--- config.mk ---
export PLATFORM = sky130hd
export DESIGN_NAME = unsigned_remainder_divider
export DESIGN_NICKNAME = d
export VERILOG_FILES = /design/src/sv/urd_pkg.sv /design/src/sv/urd_core.sv /design/src/sv/unsigned_remainder_divider.sv
export SDC_FILE = /design/constraint.sdc
export NUM_CORES = 1
export LEC_CHECK = 0
export BUFFER_PORTS_ARGS = -buffer_cell sky130_fd_sc_hd__buf_2
export CAP_MARGIN = 15
export CORE_AREA = 2 2 194 196
export DETAILED_ROUTE_END_ITERATION = 12
export DIE_AREA = 0 0 196 198
export PLACE_DENSITY_LB_ADDON = 0.08
export SLEW_MARGIN = 10
export SYNTH_ARGS = -nofsm -noshare
export SYNTH_HDL_FRONTEND = slang
export SYNTH_SLANG_ARGS = --single-unit
--- constraint.sdc ---
create_clock -name clk -period 17.4 [get_ports clk]
set_input_delay 4.35 -clock clk [delete_from_list [all_inputs] [get_ports clk]]
set_output_delay 4.35 -clock clk [all_outputs]
set_load 0.005 [all_outputs]
--- src/sv/urd_pkg.sv ---
package urd_pkg;

  // Width of each operand and result field on the stream ports.
  localparam int FIELD_W = 64;
  localparam int TDATA_W = 2 * FIELD_W;

  // Requests from the top level to the divider core.
  typedef struct packed {
    logic start;
    logic take;
  } urd_ctrl_t;

  // Core status seen by the top level.
  typedef struct packed {
    logic idle;
    logic done;
  } urd_status_t;

endpackage

--- src/sv/urd_core.sv ---
module urd_core
  import urd_pkg::*;
#(
  parameter int DATA_WIDTH = 64
) (
  input  logic                  clk,
  input  logic                  rst_n,
  input  urd_ctrl_t             ctrl,
  input  logic [DATA_WIDTH-1:0] dividend,
  input  logic [DATA_WIDTH-1:0] divisor,
  output urd_status_t           status,
  output logic [DATA_WIDTH-1:0] remainder,
  output logic [DATA_WIDTH-1:0] quotient,
  output logic                  divide_by_zero
);

  localparam int CNT_W = $clog2(DATA_WIDTH + 1);

  localparam logic [1:0] ST_IDLE = 2'd0;
  localparam logic [1:0] ST_RUN  = 2'd1;
  localparam logic [1:0] ST_DONE = 2'd2;

  logic [1:0]            state_r, state_nxt;
  logic [CNT_W-1:0]      cnt_r, cnt_nxt;
  logic [DATA_WIDTH-1:0] rem_r, rem_nxt;
  logic [DATA_WIDTH-1:0] shq_r, shq_nxt;
  logic [DATA_WIDTH-1:0] den_r, den_nxt;
  logic                  dbz_r, dbz_nxt;

  logic [DATA_WIDTH:0]   shifted;
  logic [DATA_WIDTH:0]   diff;
  logic                  fits;

  // The dividend shifts out of shq_r at the top while quotient bits enter at
  // the bottom, so after the last step shq_r holds the quotient.
  assign shifted = {rem_r, shq_r[DATA_WIDTH-1]};
  assign diff    = shifted - {1'b0, den_r};
  assign fits    = (shifted >= {1'b0, den_r});

  always_comb begin
    state_nxt = state_r;
    cnt_nxt   = cnt_r;
    rem_nxt   = rem_r;
    shq_nxt   = shq_r;
    den_nxt   = den_r;
    dbz_nxt   = dbz_r;
    case (state_r)
      ST_IDLE: begin
        if (ctrl.start) begin
          den_nxt = divisor;
          rem_nxt = '0;
          cnt_nxt = CNT_W'(DATA_WIDTH);
          if (divisor == '0) begin
            dbz_nxt   = 1'b1;
            shq_nxt   = '0;
            state_nxt = ST_DONE;
          end else begin
            dbz_nxt   = 1'b0;
            shq_nxt   = dividend;
            state_nxt = ST_RUN;
          end
        end
      end
      ST_RUN: begin
        rem_nxt = fits ? diff[DATA_WIDTH-1:0] : shifted[DATA_WIDTH-1:0];
        shq_nxt = {shq_r[DATA_WIDTH-2:0], fits};
        cnt_nxt = cnt_r - CNT_W'(1);
        if (cnt_r == CNT_W'(1)) begin
          state_nxt = ST_DONE;
        end
      end
      ST_DONE: begin
        if (ctrl.take) begin
          state_nxt = ST_IDLE;
        end
      end
      default: begin
        state_nxt = ST_IDLE;
      end
    endcase
  end

  always_ff @(posedge clk) begin
    if (!rst_n) begin
      state_r <= ST_IDLE;
    end else begin
      state_r <= state_nxt;
    end
  end

  always_ff @(posedge clk) begin
    cnt_r <= cnt_nxt;
    rem_r <= rem_nxt;
    shq_r <= shq_nxt;
    den_r <= den_nxt;
    dbz_r <= dbz_nxt;
  end

  assign status.idle    = (state_r == ST_IDLE);
  assign status.done    = (state_r == ST_DONE);
  assign remainder      = rem_r;
  assign quotient       = shq_r;
  assign divide_by_zero = dbz_r;

endmodule

--- src/sv/unsigned_remainder_divider.sv ---
// Unsigned divider returning remainder and quotient.
// Input channel: in_tdata carries dividend (bits 63:0) and divisor (bits 127:64);
// only the low DATA_WIDTH bits of each take part. Output channel: out_tdata
// carries remainder (63:0) and quotient (127:64), zero extended; out_tuser is
// the divide-by-zero flag, and with it set both results are zero.
// One quotient bit is resolved per cycle by a single restoring subtract step,
// with the core in its run state for the whole division. The core takes one
// request at a time: a new request is accepted only once the last result has
// left the core for the output register. A zero divisor skips the iteration;
// the core goes straight to its done state with both results zero.
// The result sits in an output register, so the core takes the next request
// while an earlier result still waits there. When the receiver stalls, a
// finished result is held in the core until the register frees, and in_tready
// stays low meanwhile. Synchronous reset drops any request in flight and
// empties the output register; no other state is kept between requests.
module unsigned_remainder_divider
  import urd_pkg::*;
#(
  parameter int DATA_WIDTH = 64
) (
  input  logic               clk,
  input  logic               rst_n,
  input  logic               in_tvalid,
  output logic               in_tready,
  input  logic [TDATA_W-1:0] in_tdata,   // dividend [63:0], divisor [127:64]
  output logic               out_tvalid,
  input  logic               out_tready,
  output logic [TDATA_W-1:0] out_tdata,  // remainder [63:0], quotient [127:64]
  output logic               out_tuser   // divide_by_zero
);

  urd_ctrl_t             ctrl;
  urd_status_t           status;
  logic [DATA_WIDTH-1:0] core_rem;
  logic [DATA_WIDTH-1:0] core_quo;
  logic                  core_dbz;

  logic                  out_valid_r, out_valid_nxt;
  logic [TDATA_W-1:0]    out_data_r, out_data_nxt;
  logic                  out_user_r, out_user_nxt;

  assign in_tready  = status.idle;
  assign ctrl.start = in_tvalid & status.idle;
  assign ctrl.take  = status.done & (~out_valid_r | out_tready);

  urd_core #(
    .DATA_WIDTH(DATA_WIDTH)
  ) u_core (
    .clk           (clk),
    .rst_n         (rst_n),
    .ctrl          (ctrl),
    .dividend      (in_tdata[DATA_WIDTH-1:0]),
    .divisor       (in_tdata[FIELD_W +: DATA_WIDTH]),
    .status        (status),
    .remainder     (core_rem),
    .quotient      (core_quo),
    .divide_by_zero(core_dbz)
  );

  always_comb begin
    out_valid_nxt = out_valid_r;
    out_data_nxt  = out_data_r;
    out_user_nxt  = out_user_r;
    if (ctrl.take) begin
      out_valid_nxt = 1'b1;
      out_data_nxt  = {FIELD_W'(core_quo), FIELD_W'(core_rem)};
      out_user_nxt  = core_dbz;
    end else if (out_tready) begin
      out_valid_nxt = 1'b0;
    end
  end

  always_ff @(posedge clk) begin
    if (!rst_n) begin
      out_valid_r <= 1'b0;
    end else begin
      out_valid_r <= out_valid_nxt;
    end
  end

  always_ff @(posedge clk) begin
    out_data_r <= out_data_nxt;
    out_user_r <= out_user_nxt;
  end

  assign out_tvalid = out_valid_r;
  assign out_tdata  = out_data_r;
  assign out_tuser  = out_user_r;

endmodule

### Yosys cells after proc, flatten, opt, wreduce, memory -nomap -nowiden

Index checks and enable logic that the tools add are counted.

* bitwise logic cells: 4
* muxes and demuxes: 16
* equality and inequality tests: 6
* reductions and logical operators: 7
* magnitude comparators: 1
* add/sub/neg operators: 2

Operator list (number)
* 64-bit 2-to-1 mux: 4
* 64-bit case mux with 2 select lines: 2
* 65-bit by 64-bit >= comparator with 1-bit output: 1
* 64-bit zero test: 1
* 64-bit subtractor: 1
* 7-bit case mux with 2 select lines: 1
* 2-bit 2-to-1 mux: 4
* 7-bit by 1-bit equality test with 1-bit output, second input constant: 1
* 7-bit 2-to-1 mux: 1
* 7-bit by 1-bit subtractor with 7-bit output, second input constant: 1
* 2-bit case mux with 3 select lines: 1
* 2-bit by 1-bit != test with 1-bit output, second input constant: 2
* 2-bit AND reduction: 2
* 2-bit nonzero test: 2
* 1-bit 2-to-1 mux: 3
* 3-bit AND reduction: 1
* 1-bit bitwise AND: 2
* 2-bit by 1-bit equality test with 1-bit output, second input constant: 1
* 2-bit equality test, second input constant: 1
* 2-bit zero test: 1
* 2-bit != test, second input constant: 1
* 1-bit NOT: 1
* 1-bit OR: 1

* register bits after elaboration: 332

### Depth between registers and ports, before layout

Gate-level depths: netlist of run 1.

* depth after elaboration: 5
* gate-level depth with buffers: 15
* depth with buffers taken out: 14

### Modules after synthesis

A second synthesis of run 1 with hierarchy kept.

* cell total of the unflattened synthesis: 1422
* area total of the unflattened synthesis: 16143.0 um2

Modules (own cells, without submodules)
* urd_core: cells an instance 1288, instances 1, area each 12215.5 um2, sequential area each 6045.8 um2
* unsigned_remainder_divider: cells an instance 134, instances 1, area each 3927.5 um2, sequential area each 3893.7 um2

### Worst setup path before layout of run 1

No wires, ideal clock.

* path kind: input to register
* from: in out_tready
* to: reg out_data_r[0], in the netlist out_tdata[0] (enable)
* required time: 16766 ps
* library setup time: 634 ps
* arrival: 10167 ps
* slack: 6599 ps
* stages: 2
* cells stage by stage: nand2b_1 nor2b_1

* word-level cells in the longest chain between the ends: 2

Ends and longest elaborated chain
* from (decl): RTL line unsigned_remainder_divider.sv:27 `input logic out_tready,`
* 1-bit OR: RTL line unsigned_remainder_divider.sv:44 `assign ctrl.take = status.done & (~out_valid_r | out_tready);`
* 1-bit bitwise AND: RTL line unsigned_remainder_divider.sv:44
* to (signal assigned): RTL line unsigned_remainder_divider.sv:82 `out_data_r <= out_data_nxt;`
* to (decl): RTL line unsigned_remainder_divider.sv:39 `logic [TDATA_W-1:0] out_data_r, out_data_nxt;`

Every way passes these cells.
A chain may end at the register's enable or synchronous reset.

### Worst setup path in the final report of run 1

* from: in in_tdata[96]
* to: reg u_core.state_r[1]

* word-level cells in the longest chain between the ends: 4

Ends and longest elaborated chain
* from (decl): RTL line unsigned_remainder_divider.sv:25 `input logic [TDATA_W-1:0] in_tdata,`
* 64-bit zero test: RTL line urd_core.sv:53 `if (divisor == '0) begin`
* 2-bit 2-to-1 mux: RTL line urd_core.sv:53
* 2-bit 2-to-1 mux: RTL line urd_core.sv:49 `if (ctrl.start) begin`
* 2-bit case mux with 3 select lines: RTL line urd_core.sv:47 `case (state_r)`
* to (signal assigned): RTL line urd_core.sv:87 `state_r <= state_nxt;`
* to (decl): RTL line urd_core.sv:23 `logic [1:0] state_r, state_nxt;`

Every way passes these cells. The select of a mux whose other input is x is not followed.

==> flow_summary.html, run 1 <==
<table>
<tr><th>Metric</th><th>Value</th></tr>
<tr><th colspan="2">Floorplanning</th></tr>
<tr><td>Effective utilization at floorplan</td><td>0.442</td></tr>
<tr><td>Die area</td><td>between 0.03 and 0.04 sq mm</td></tr>
<tr><td>Chip Width</td><td>196 um</td></tr>
<tr><td>Die span in y</td><td>198 um</td></tr>
<tr><td>Core region area</td><td>approximately 0.037 sq mm</td></tr>
<tr><td>I/O pins</td><td>263</td></tr>
<tr><td>Number of core rows</td><td>71</td></tr>
<tr><th colspan="2">Worst setup path</th></tr>
<tr><td>Endpoint required time on the critical path</td><td>around 18 ns</td></tr>
<tr><td>Critical-path maximum fanout</td><td>67</td></tr>
<tr><td>CP arrival</td><td>7.06 ns</td></tr>
<tr><td>Worst path cell trace</td><td>buf_2 -&gt; nor4_1 -&gt; nand4_1 -&gt; nor4_2 -&gt; buf_4 -&gt; a21oi_1 -&gt; o32ai_1 -&gt; and2_1</td></tr>
<tr><td>Register-to-Register Setup Slack</td><td>12.49 ns</td></tr>
<tr><td>Worst reg2reg path startpoint</td><td>u_core.remainder[7]$_SDFFCE_PN0P_</td></tr>
<tr><td>Slowest CP cell</td><td>nor4_1</td></tr>
<tr><td>Worst setup EP type</td><td>flip-flop</td></tr>
<tr><td>Kind of critical path</td><td>in2reg</td></tr>
<tr><td>CP max stage delay</td><td>slightly above 0.9 ns</td></tr>
<tr><td>Critical path startpoint category</td><td>primary input</td></tr>
<tr><td>Length in cells of the worst reg-to-reg path</td><td>12</td></tr>
<tr><td>R2r endpoint</td><td>u_core.remainder[40]$_SDFFCE_PN0P_</td></tr>
<tr><td>Start point of the critical path</td><td>in_tdata[96]</td></tr>
<tr><th colspan="2">Place</th></tr>
<tr><td>Instance area after placement</td><td>approximately 0.018 sq mm</td></tr>
<tr><td>HPWL after detailed placement</td><td>29,100 um</td></tr>
<tr><td># placed instances</td><td>2,099</td></tr>
<tr><td>Worst setup timing slack at the placement stage</td><td>10.28 ns</td></tr>
<tr><td>Last weighted congestion value of the routability-driven placer</td><td>0.863</td></tr>
<tr><td>Port Buffer Count</td><td>262</td></tr>
<tr><th colspan="2">Clock tree</th></tr>
<tr><td>TritonCTS Sinks</td><td>332</td></tr>
<tr><td>Setup repair bufs after CTS</td><td>0</td></tr>
<tr><td>Number of H-tree levels</td><td>2</td></tr>
<tr><td>CTS Hold Bufs</td><td>0</td></tr>
<tr><td>Resize count post-CTS</td><td>0</td></tr>
<tr><td>Clock tree root buffer cell</td><td>clkbuf_16</td></tr>
<tr><td>Clock-pin slew on the worst setup and hold paths</td><td>0.05 ns</td></tr>
<tr><td>Clock tree from TritonCTS</td><td>built</td></tr>
<tr><td>Clock latency on the worst-skew pair</td><td>0.55 ns</td></tr>
<tr><td>Clock buffers created by TritonCTS</td><td>38</td></tr>
<tr><td>Buffer levels on the longest clock path</td><td>3</td></tr>
<tr><th colspan="2">Yosys</th></tr>
<tr><td>Top cell type by total area after synthesis</td><td>edfxtp_1</td></tr>
<tr><td>Area share of fa/ha/maj cells after synthesis</td><td>0.0518</td></tr>
<tr><td>Portion of the post-synthesis area used by sequential elements</td><td>0.609</td></tr>
<tr><td>Synthesized netlist net count</td><td>1,628</td></tr>
<tr><td>Netlist Area Pre-Place</td><td>between 0.015 and 0.02 sq mm</td></tr>
<tr><td>Number of flip-flops and latches in the synthesized netlist</td><td>332</td></tr>
<tr><td>Synth top cells by count</td><td>edfxtp_1, nand2_1, o21ai_0</td></tr>
<tr><td>Async SR Flop Fraction</td><td>0</td></tr>
<tr><td>Combinational family with the most area after synthesis</td><td>compound AO/OA/AOI/OAI gates</td></tr>
<tr><td>Number of enable-type register cells in the synthesized netlist</td><td>329</td></tr>
<tr><td>Synthesized instance count</td><td>approximately 1,400</td></tr>
<tr><td>Leading post-synthesis cells by cell area</td><td>edfxtp_1, ha_1, nand2_1</td></tr>
<tr><td>Number of warnings issued by yosys</td><td>0</td></tr>
<tr><td>Basic-gate share of the synthesized area counting and, or, nand and nor cells</td><td>0.118</td></tr>
<tr><td>Average instance area after synthesis</td><td>11.4 sq um</td></tr>
<tr><td>Area share of xor/xnor cells in the synthesized design</td><td>0.0333</td></tr>
<tr><td>Mux share of post-synthesis cell area</td><td>0.0239</td></tr>
<tr><td>Share of the synthesized area in compound gates (AO/OA/AOI/OAI)</td><td>0.124</td></tr>
<tr><td>Top-count cell post-synth</td><td>edfxtp_1</td></tr>
<tr><td>Number of unique standard cell types used by synthesis</td><td>58</td></tr>
<tr><td>Area fraction of the dominant cell type after synthesis</td><td>0.605</td></tr>
<tr><td>Top FF cell, synth</td><td>edfxtp_1</td></tr>
<tr><th colspan="2">STA</th></tr>
<tr><td>Achievable Freq</td><td>152 MHz</td></tr>
<tr><td>Time the worst path needs with I/O delays and setup</td><td>6.59 ns</td></tr>
<tr><td>Tcrit/Tclk final</td><td>0.379</td></tr>
<tr><td>Unrepaired setup endpoints after global routing</td><td>no</td></tr>
<tr><td>Rel. slew slack</td><td>0.274</td></tr>
<tr><td>Fin. max-slew vios</td><td>0</td></tr>
<tr><td>Final Worst Setup Slack</td><td>10.81 ns</td></tr>
<tr><td>Clock Skew</td><td>0.0278 ns</td></tr>
<tr><td>Transition time of the tightest slew-check pin</td><td>1.08 ns</td></tr>
<tr><td>Setup tns final</td><td>0 ns</td></tr>
<tr><td>Setup violators final</td><td>0</td></tr>
<tr><td>Final Hold Violating Endpoints</td><td>0</td></tr>
<tr><th colspan="2">Layout</th></tr>
<tr><td>Sequential standard cell area</td><td>0.00994 sq mm</td></tr>
<tr><td>Fraction of final layout cells with drive strength greater than 1</td><td>0.204</td></tr>
<tr><td>Multi-input logic area</td><td>0.00579 sq mm</td></tr>
<tr><td>Cell area after layout</td><td>between 0.015 and 0.02 sq mm</td></tr>
<tr><td>Antenna cell count</td><td>0</td></tr>
<tr><td>Final std cells w/o fill</td><td>between 2,000 and 2,500</td></tr>
<tr><td>Final-layout fill cell count</td><td>~3,400</td></tr>
<tr><td>Area added between synthesis and finish</td><td>18.1%</td></tr>
<tr><td>Post-layout nets</td><td>1,864</td></tr>
<tr><th colspan="2">Routing</th></tr>
<tr><td>Detailed Routing Iterations Pass 1</td><td>5</td></tr>
<tr><td>1st-iter DRT viols</td><td>between 700 and 800</td></tr>
<tr><td>Drt via density</td><td>5.44</td></tr>
<tr><td>Number of remaining DRC errors</td><td>0</td></tr>
<tr><td>Total via count after detailed routing</td><td>11,800</td></tr>
<tr><td>Antenna-violating nets left</td><td>0</td></tr>
<tr><td>Total wire length after detailed routing</td><td>a little over 40,000 um</td></tr>
<tr><td>Routed length per placed instance</td><td>19.0 um</td></tr>
<tr><th colspan="2">GRT</th></tr>
<tr><td>Maximum number of pins on one net before global-route repair</td><td>96</td></tr>
<tr><td>Aggregate global-route resource usage</td><td>0.211</td></tr>
<tr><td>Final global-route overflow total</td><td>0</td></tr>
<tr><td>First-pass GRT wire length</td><td>63,800 um</td></tr>
<tr><td>Antenna violations before repair</td><td>1</td></tr>
<tr><td>Vias in the first global route</td><td>11,400</td></tr>
<tr><th colspan="2">Power and ir drop</th></tr>
<tr><td>Leakage power total</td><td>around 7.7 nW</td></tr>
<tr><td>Power density of the placed cells</td><td>124 mW/mm^2</td></tr>
<tr><td>IR Drop Worst-Case VDD</td><td>0.0650 mV</td></tr>
<tr><th colspan="2">Min path</th></tr>
<tr><td>Hold crit path type</td><td>reg2reg</td></tr>
<tr><td>Min-delay src</td><td>u_core.divide_by_zero$_DFFE_PP_</td></tr>
<tr><td>Worst Hold Path Cells</td><td>0</td></tr>
<tr><td>WHS Endpoint</td><td>out_tuser$_DFFE_PP_</td></tr>
<tr><th colspan="2">Run status</th></tr>
<tr><td>Run status</td><td>complete, no violations</td></tr>
<tr><th colspan="2">Job</th></tr>
<tr><td>Max-capacitance violation count</td><td>0</td></tr>
</table>
sequential cells by signal, summed over array words and instances (netlist names):
name                   cells
u_core.remainder          64
u_core.divide_by_zero      1
out_tdata                128
out_tvalid                 1
u_core.state_r             2
u_core.den_r              64
out_tuser                  1
u_core.quotient           64
u_core.cnt_r               7
cells in the final DEF (no fill, tap or decap), types with 39 or more instances in the layout:
cell       count
inv_1         92
ha_1          66
xnor2_1       45
clkbuf_16     39
buf_2        262
mux2i_1       39
o21ai_0      110
edfxtp_1     329
a21oi_1       91
nor2_1       108
nand2_1      192
where the power goes:
group | internal, mW | total, mW | leakage (nW) | switching (mW)
sequential | 0.992 | 1.04 | 3.21 | 0.0470
clock | 0.473 | 0.793 | 0.606 | 0.319
combinational | 0.215 | 0.559 | 3.91 | 0.343
stage by stage:
stage	total power, mW	util	hold slack (ns)
after floorplan	1.46	-	0.400
after global placement	1.61	0.488	0.400
after detailed placement	1.61	0.488	0.410
after CTS	2.41	0.522	0.422
after global routing	2.51	0.522	0.431
final	2.39	0.522	0.420
per-layer routing:
metal	vias up	part of all wire	track usage
met5	-	0	0
met4	0	0.020	0.0533
met3	59	0.064	0.0346
met2	396	0.44	0.328
met1	5649	0.48	0.309
li1	5695	-	-
kinds of logic after synthesis:
family | Yosys count
flip-flops | 332
AO/OA/AOI/OAI | 330
AND/OR/NAND/NOR | 432
buffers and inverters | 167
adder cells (fa/ha/maj) | 67
XOR/XNOR | 62
multiplexers | 39
worst max path at each step:
stage / endpoint / slack (ns) / cells after the start
after floorplan: out_tdata[0]$_DFFE_PP_ / 6.60 / 2
final: u_core.state_r[1]$_SDFFE_PN0P_ / 10.81 / 8
after global placement: u_core.state_r[1]$_SDFFE_PN0P_ / 10.46 / 8
after CTS: u_core.state_r[1]$_SDFFE_PN0P_ / 10.84 / 8
after detailed placement: u_core.state_r[1]$_SDFFE_PN0P_ / 10.28 / 8
after global routing: u_core.state_r[1]$_SDFFE_PN0P_ / 10.65 / 8
final cells by class:
type / count / area share
well taps: 474 / 0.0308
flip-flops and latches: 332 / 0.516
clock inverters: 18 / 0.0111
repair buffers: 271 / 0.0715
clock buffers: 50 / 0.0528
multi-input cells: 930 / 0.300
inverters: 92 / 0.0179
worst max-delay path, delay by kind of cell:
kind | cells | cell delay (ns)
buffers and inverters | 2 | 0.68
and+or+nand+nor | 4 | 1.63
AOI/OAI and AO/OA | 2 | 0.36
(Power assumes the default switching activity.)
==> run 2: changes to the inputs <==
--- a/config.mk
+++ b/config.mk
@@ -5,11 +5,12 @@
 export SDC_FILE = /design/constraint.sdc
 export NUM_CORES = 1
 export LEC_CHECK = 0
+export ABC_AREA = 1
 export BUFFER_PORTS_ARGS = -buffer_cell sky130_fd_sc_hd__buf_2
 export CAP_MARGIN = 15
-export CORE_AREA = 2 2 194 196
+export CORE_AREA = 2 2 209 211
 export DETAILED_ROUTE_END_ITERATION = 12
-export DIE_AREA = 0 0 196 198
+export DIE_AREA = 0 0 211 213
 export PLACE_DENSITY_LB_ADDON = 0.08
 export SLEW_MARGIN = 10
 export SYNTH_ARGS = -nofsm -noshare
==> constraint.sdc (replaced) <==
create_clock -name clk -period 6.3 [get_ports clk]
set_input_delay 1.575 -clock clk [delete_from_list [all_inputs] [get_ports clk]]
set_output_delay 1.575 -clock clk [all_outputs]
set_load 0.005 [all_outputs]
==> flow_summary.html, run 2 <==
<table>
<tr><th>Metric</th><th>Value</th></tr>
<tr><th colspan="2">Run status</th></tr>
<tr><td>Run status</td><td>complete, no violations</td></tr>
<tr><th colspan="2">Layout</th></tr>
<tr><td>Most frequent standard cell in the layout excluding fill and tap cells</td><td>nand2_1</td></tr>
<tr><td>Antenna cell count</td><td>0</td></tr>
<tr><td>Flip-flop count of the largest register after layout</td><td>128</td></tr>
<tr><td>Commonest non-fill, non-tap cells in the layout</td><td>nand2_1, inv_1, edfxtp_1</td></tr>
<tr><td>Area added between synthesis and finish</td><td>15.9%</td></tr>
<tr><td>Fraction of final layout cells with drive strength greater than 1</td><td>0.135</td></tr>
<tr><td>Post-layout nets</td><td>2,834</td></tr>
<tr><th colspan="2">STA</th></tr>
<tr><td>Time the worst path needs with I/O delays and setup</td><td>3.63 ns</td></tr>
<tr><td>Clock Skew</td><td>0.0249 ns</td></tr>
<tr><td>Final Hold Violating Endpoints</td><td>0</td></tr>
<tr><td>Setup violators final</td><td>0</td></tr>
<tr><td>Fin. max-slew vios</td><td>0</td></tr>
<tr><td>Rel. slew slack</td><td>0.300</td></tr>
<tr><td>Setup tns final</td><td>0 ns</td></tr>
<tr><td>Transition time of the tightest slew-check pin</td><td>around 1.0 ns</td></tr>
<tr><td>Unrepaired setup endpoints after global routing</td><td>no</td></tr>
<tr><td>Tcrit/Tclk final</td><td>0.577</td></tr>
<tr><td>Achievable Freq</td><td>275 MHz</td></tr>
<tr><td>Final Worst Setup Slack</td><td>2.67 ns</td></tr>
<tr><th colspan="2">Routing</th></tr>
<tr><td>Detailed Routing Iterations Pass 1</td><td>7</td></tr>
<tr><td>Total wire length after detailed routing</td><td>57,000 um</td></tr>
<tr><td>Routed length per placed instance</td><td>17.8 um</td></tr>
<tr><td>Number of remaining DRC errors</td><td>0</td></tr>
<tr><td>Drt via density</td><td>4.87</td></tr>
<tr><td>Total via count after detailed routing</td><td>between 15,000 and 20,000</td></tr>
<tr><td>Antenna-violating nets left</td><td>0</td></tr>
<tr><td>1st-iter DRT viols</td><td>1,034</td></tr>
<tr><th colspan="2">Clock tree</th></tr>
<tr><td>Resize count post-CTS</td><td>0</td></tr>
<tr><td>Buffer levels on the longest clock path</td><td>3</td></tr>
<tr><td>Setup repair bufs after CTS</td><td>0</td></tr>
<tr><td>Clock tree root buffer cell</td><td>clkbuf_16</td></tr>
<tr><td>Clock latency on the worst-skew pair</td><td>between 0.5 and 0.6 ns</td></tr>
<tr><td>Clock tree from TritonCTS</td><td>built</td></tr>
<tr><td>CTS Hold Bufs</td><td>0</td></tr>
<tr><td>Number of H-tree levels</td><td>2</td></tr>
<tr><td>Clock-pin slew on the worst setup and hold paths</td><td>0.06 ns</td></tr>
<tr><td>TritonCTS Sinks</td><td>approximately 330</td></tr>
<tr><td>Clock buffers created by TritonCTS</td><td>36</td></tr>
<tr><th colspan="2">Yosys</th></tr>
<tr><td>Top FF cell, synth</td><td>edfxtp_1</td></tr>
<tr><td>Synthesized instance count</td><td>2,370</td></tr>
<tr><td>Top-count cell post-synth</td><td>nand2_1</td></tr>
<tr><td>Number of enable-type register cells in the synthesized netlist</td><td>approximately 330</td></tr>
<tr><td>Portion of the post-synthesis area used by sequential elements</td><td>0.522</td></tr>
<tr><td>Synthesized netlist net count</td><td>2,569</td></tr>
<tr><td>Synth top cells by count</td><td>nand2_1, inv_1, edfxtp_1</td></tr>
<tr><td>Number of flip-flops and latches in the synthesized netlist</td><td>332</td></tr>
<tr><td>Area fraction of the dominant cell type after synthesis</td><td>0.519</td></tr>
<tr><td>Netlist Area Pre-Place</td><td>0.0191 sq mm</td></tr>
<tr><td>Number of warnings issued by yosys</td><td>0</td></tr>
<tr><td>Number of unique standard cell types used by synthesis</td><td>34</td></tr>
<tr><td>Leading post-synthesis cells by cell area</td><td>edfxtp_1, nand2_1, inv_1</td></tr>
<tr><td>Top cell type by total area after synthesis</td><td>edfxtp_1</td></tr>
<tr><td>Average instance area after synthesis</td><td>8.04 sq um</td></tr>
<tr><td>Async SR Flop Fraction</td><td>0</td></tr>
<tr><th colspan="2">Min path</th></tr>
<tr><td>Hold crit path type</td><td>reg2reg</td></tr>
<tr><td>WHS Endpoint</td><td>out_tuser$_DFFE_PP_</td></tr>
<tr><td>Min-delay src</td><td>u_core.divide_by_zero$_DFFE_PP_</td></tr>
<tr><td>Worst Hold Path Cells</td><td>0</td></tr>
<tr><th colspan="2">Floorplanning</th></tr>
<tr><td>I/O pins</td><td>263</td></tr>
<tr><td>Core region area</td><td>0.0427 sq mm</td></tr>
<tr><td>Number of core rows</td><td>between 70 and 80</td></tr>
<tr><td>Die area</td><td>0.0449 sq mm</td></tr>
<tr><td>Die span in y</td><td>213 um</td></tr>
<tr><td>Chip Width</td><td>211 um</td></tr>
<tr><td>Effective utilization at floorplan</td><td>0.446</td></tr>
<tr><th colspan="2">Worst setup path</th></tr>
<tr><td>Endpoint required time on the critical path</td><td>6.61 ns</td></tr>
<tr><td>CP max stage delay</td><td>roughly 0.6 ns</td></tr>
<tr><td>Kind of critical path</td><td>in2reg</td></tr>
<tr><td>Worst setup EP type</td><td>flip-flop</td></tr>
<tr><td>Length in cells of the worst reg-to-reg path</td><td>17</td></tr>
<tr><td>CP arrival</td><td>around 4 ns</td></tr>
<tr><td>Worst reg2reg path startpoint</td><td>u_core.remainder[42]$_SDFFCE_PN0P_</td></tr>
<tr><td>Slowest CP cell</td><td>nor4_1</td></tr>
<tr><td>Critical path startpoint category</td><td>primary input</td></tr>
<tr><td>Critical-path maximum fanout</td><td>67</td></tr>
<tr><td>R2r endpoint</td><td>u_core.remainder[2]$_SDFFCE_PN0P_</td></tr>
<tr><td>WP depth</td><td>8</td></tr>
<tr><td>Buffers and inverters on the worst path</td><td>2</td></tr>
<tr><td>Kind of cell adding the most delay to the critical path</td><td>simple AND/OR/NAND/NOR gates</td></tr>
<tr><td>Start point of the critical path</td><td>in_tdata[125]</td></tr>
<tr><td>Register-to-Register Setup Slack</td><td>2.74 ns</td></tr>
<tr><td>Worst path cell trace</td><td>buf_2 -&gt; nor4_1 -&gt; nand4_1 -&gt; nor2_1 -&gt; nand2_2 -&gt; buf_4 -&gt; nand3_1 -&gt; nand2_1</td></tr>
<tr><th colspan="2">GRT</th></tr>
<tr><td>Final global-route overflow total</td><td>0</td></tr>
<tr><td>Aggregate global-route resource usage</td><td>0.255</td></tr>
<tr><td>Antenna violations before repair</td><td>2</td></tr>
<tr><td>Maximum number of pins on one net before global-route repair</td><td>approximately 130</td></tr>
<tr><td>Vias in the first global route</td><td>15,400</td></tr>
<tr><td>First-pass GRT wire length</td><td>87,300 um</td></tr>
<tr><th colspan="2">Power and ir drop</th></tr>
<tr><td>Power density of the placed cells</td><td>313 mW/mm^2</td></tr>
<tr><td>IR Drop Worst-Case VDD</td><td>between 0.2 and 0.25 mV</td></tr>
<tr><td>Total Power</td><td>6.92 mW</td></tr>
<tr><td>Leakage power total</td><td>11.1 nW</td></tr>
<tr><th colspan="2">Job</th></tr>
<tr><td>Max-capacitance violation count</td><td>0</td></tr>
<tr><th colspan="2">Place</th></tr>
<tr><td>Worst setup timing slack at the placement stage</td><td>2.07 ns</td></tr>
<tr><td>HPWL after detailed placement</td><td>43,400 um</td></tr>
<tr><td>Last weighted congestion value of the routability-driven placer</td><td>0.966</td></tr>
<tr><td>Port Buffer Count</td><td>262</td></tr>
</table>
## run 2: per-stage QoR
step	util	area (sq um)	hold WS, ns	std cells
detailed placement	0.492	21000	0.414	3143
CTS	0.517	22100	0.440	3207
global route	0.517	22100	0.446	3207
floorplan	-	19100	0.400	2370
global placement	0.491	21000	0.426	3142
finish	0.517	22100	0.433	3207
## run 2: cell type report
cell class	count	area (sq um)
fill	4182	20600
sequential	332	9940
multi-input combinational	1533	7180
inverter	460	1730
timing repair buffer	272	1460
clock buffer	43	927
tap	546	683
clock inverter	21	154
## run 2: cell families after synthesis
kind of cell             after synthesis  share of synthesized area
AO/OA/AOI/OAI                         57                     0.0158
buffers and inverters                505                      0.103
XOR/XNOR                              33                     0.0152
AND/OR/NAND/NOR                     1376                      0.300
adder cells (fa/ha/maj)               67                     0.0444
flip-flops                           332                      0.522
## run 2: routing by layer
layer	track usage	up-vias	wire [um]
li1	-	7917	-
met1	0.361	7247	27000
met2	0.409	390	25900
met3	0.0460	57	3090
met4	0.0525	4	897
met5	0	-	27
## run 2: worst max path at each step
stage                                                   end  slack (ns)
after floorplan               u_core.cnt_r[0]$_SDFFCE_PN0P_        0.74
after global placement         u_core.quotient[0]$_DFFE_PP_        1.99
after detailed placement       u_core.quotient[0]$_DFFE_PP_        2.07
after CTS                      u_core.quotient[0]$_DFFE_PP_        2.68
after global routing      u_core.remainder[2]$_SDFFCE_PN0P_        2.49
final                         u_core.quotient[61]$_DFFE_PP_        2.67
## run 2: power breakdown
part	internal [mW]	switching, mW
clock	1.06	0.887
sequential	2.75	0.128
combinational	0.649	1.44
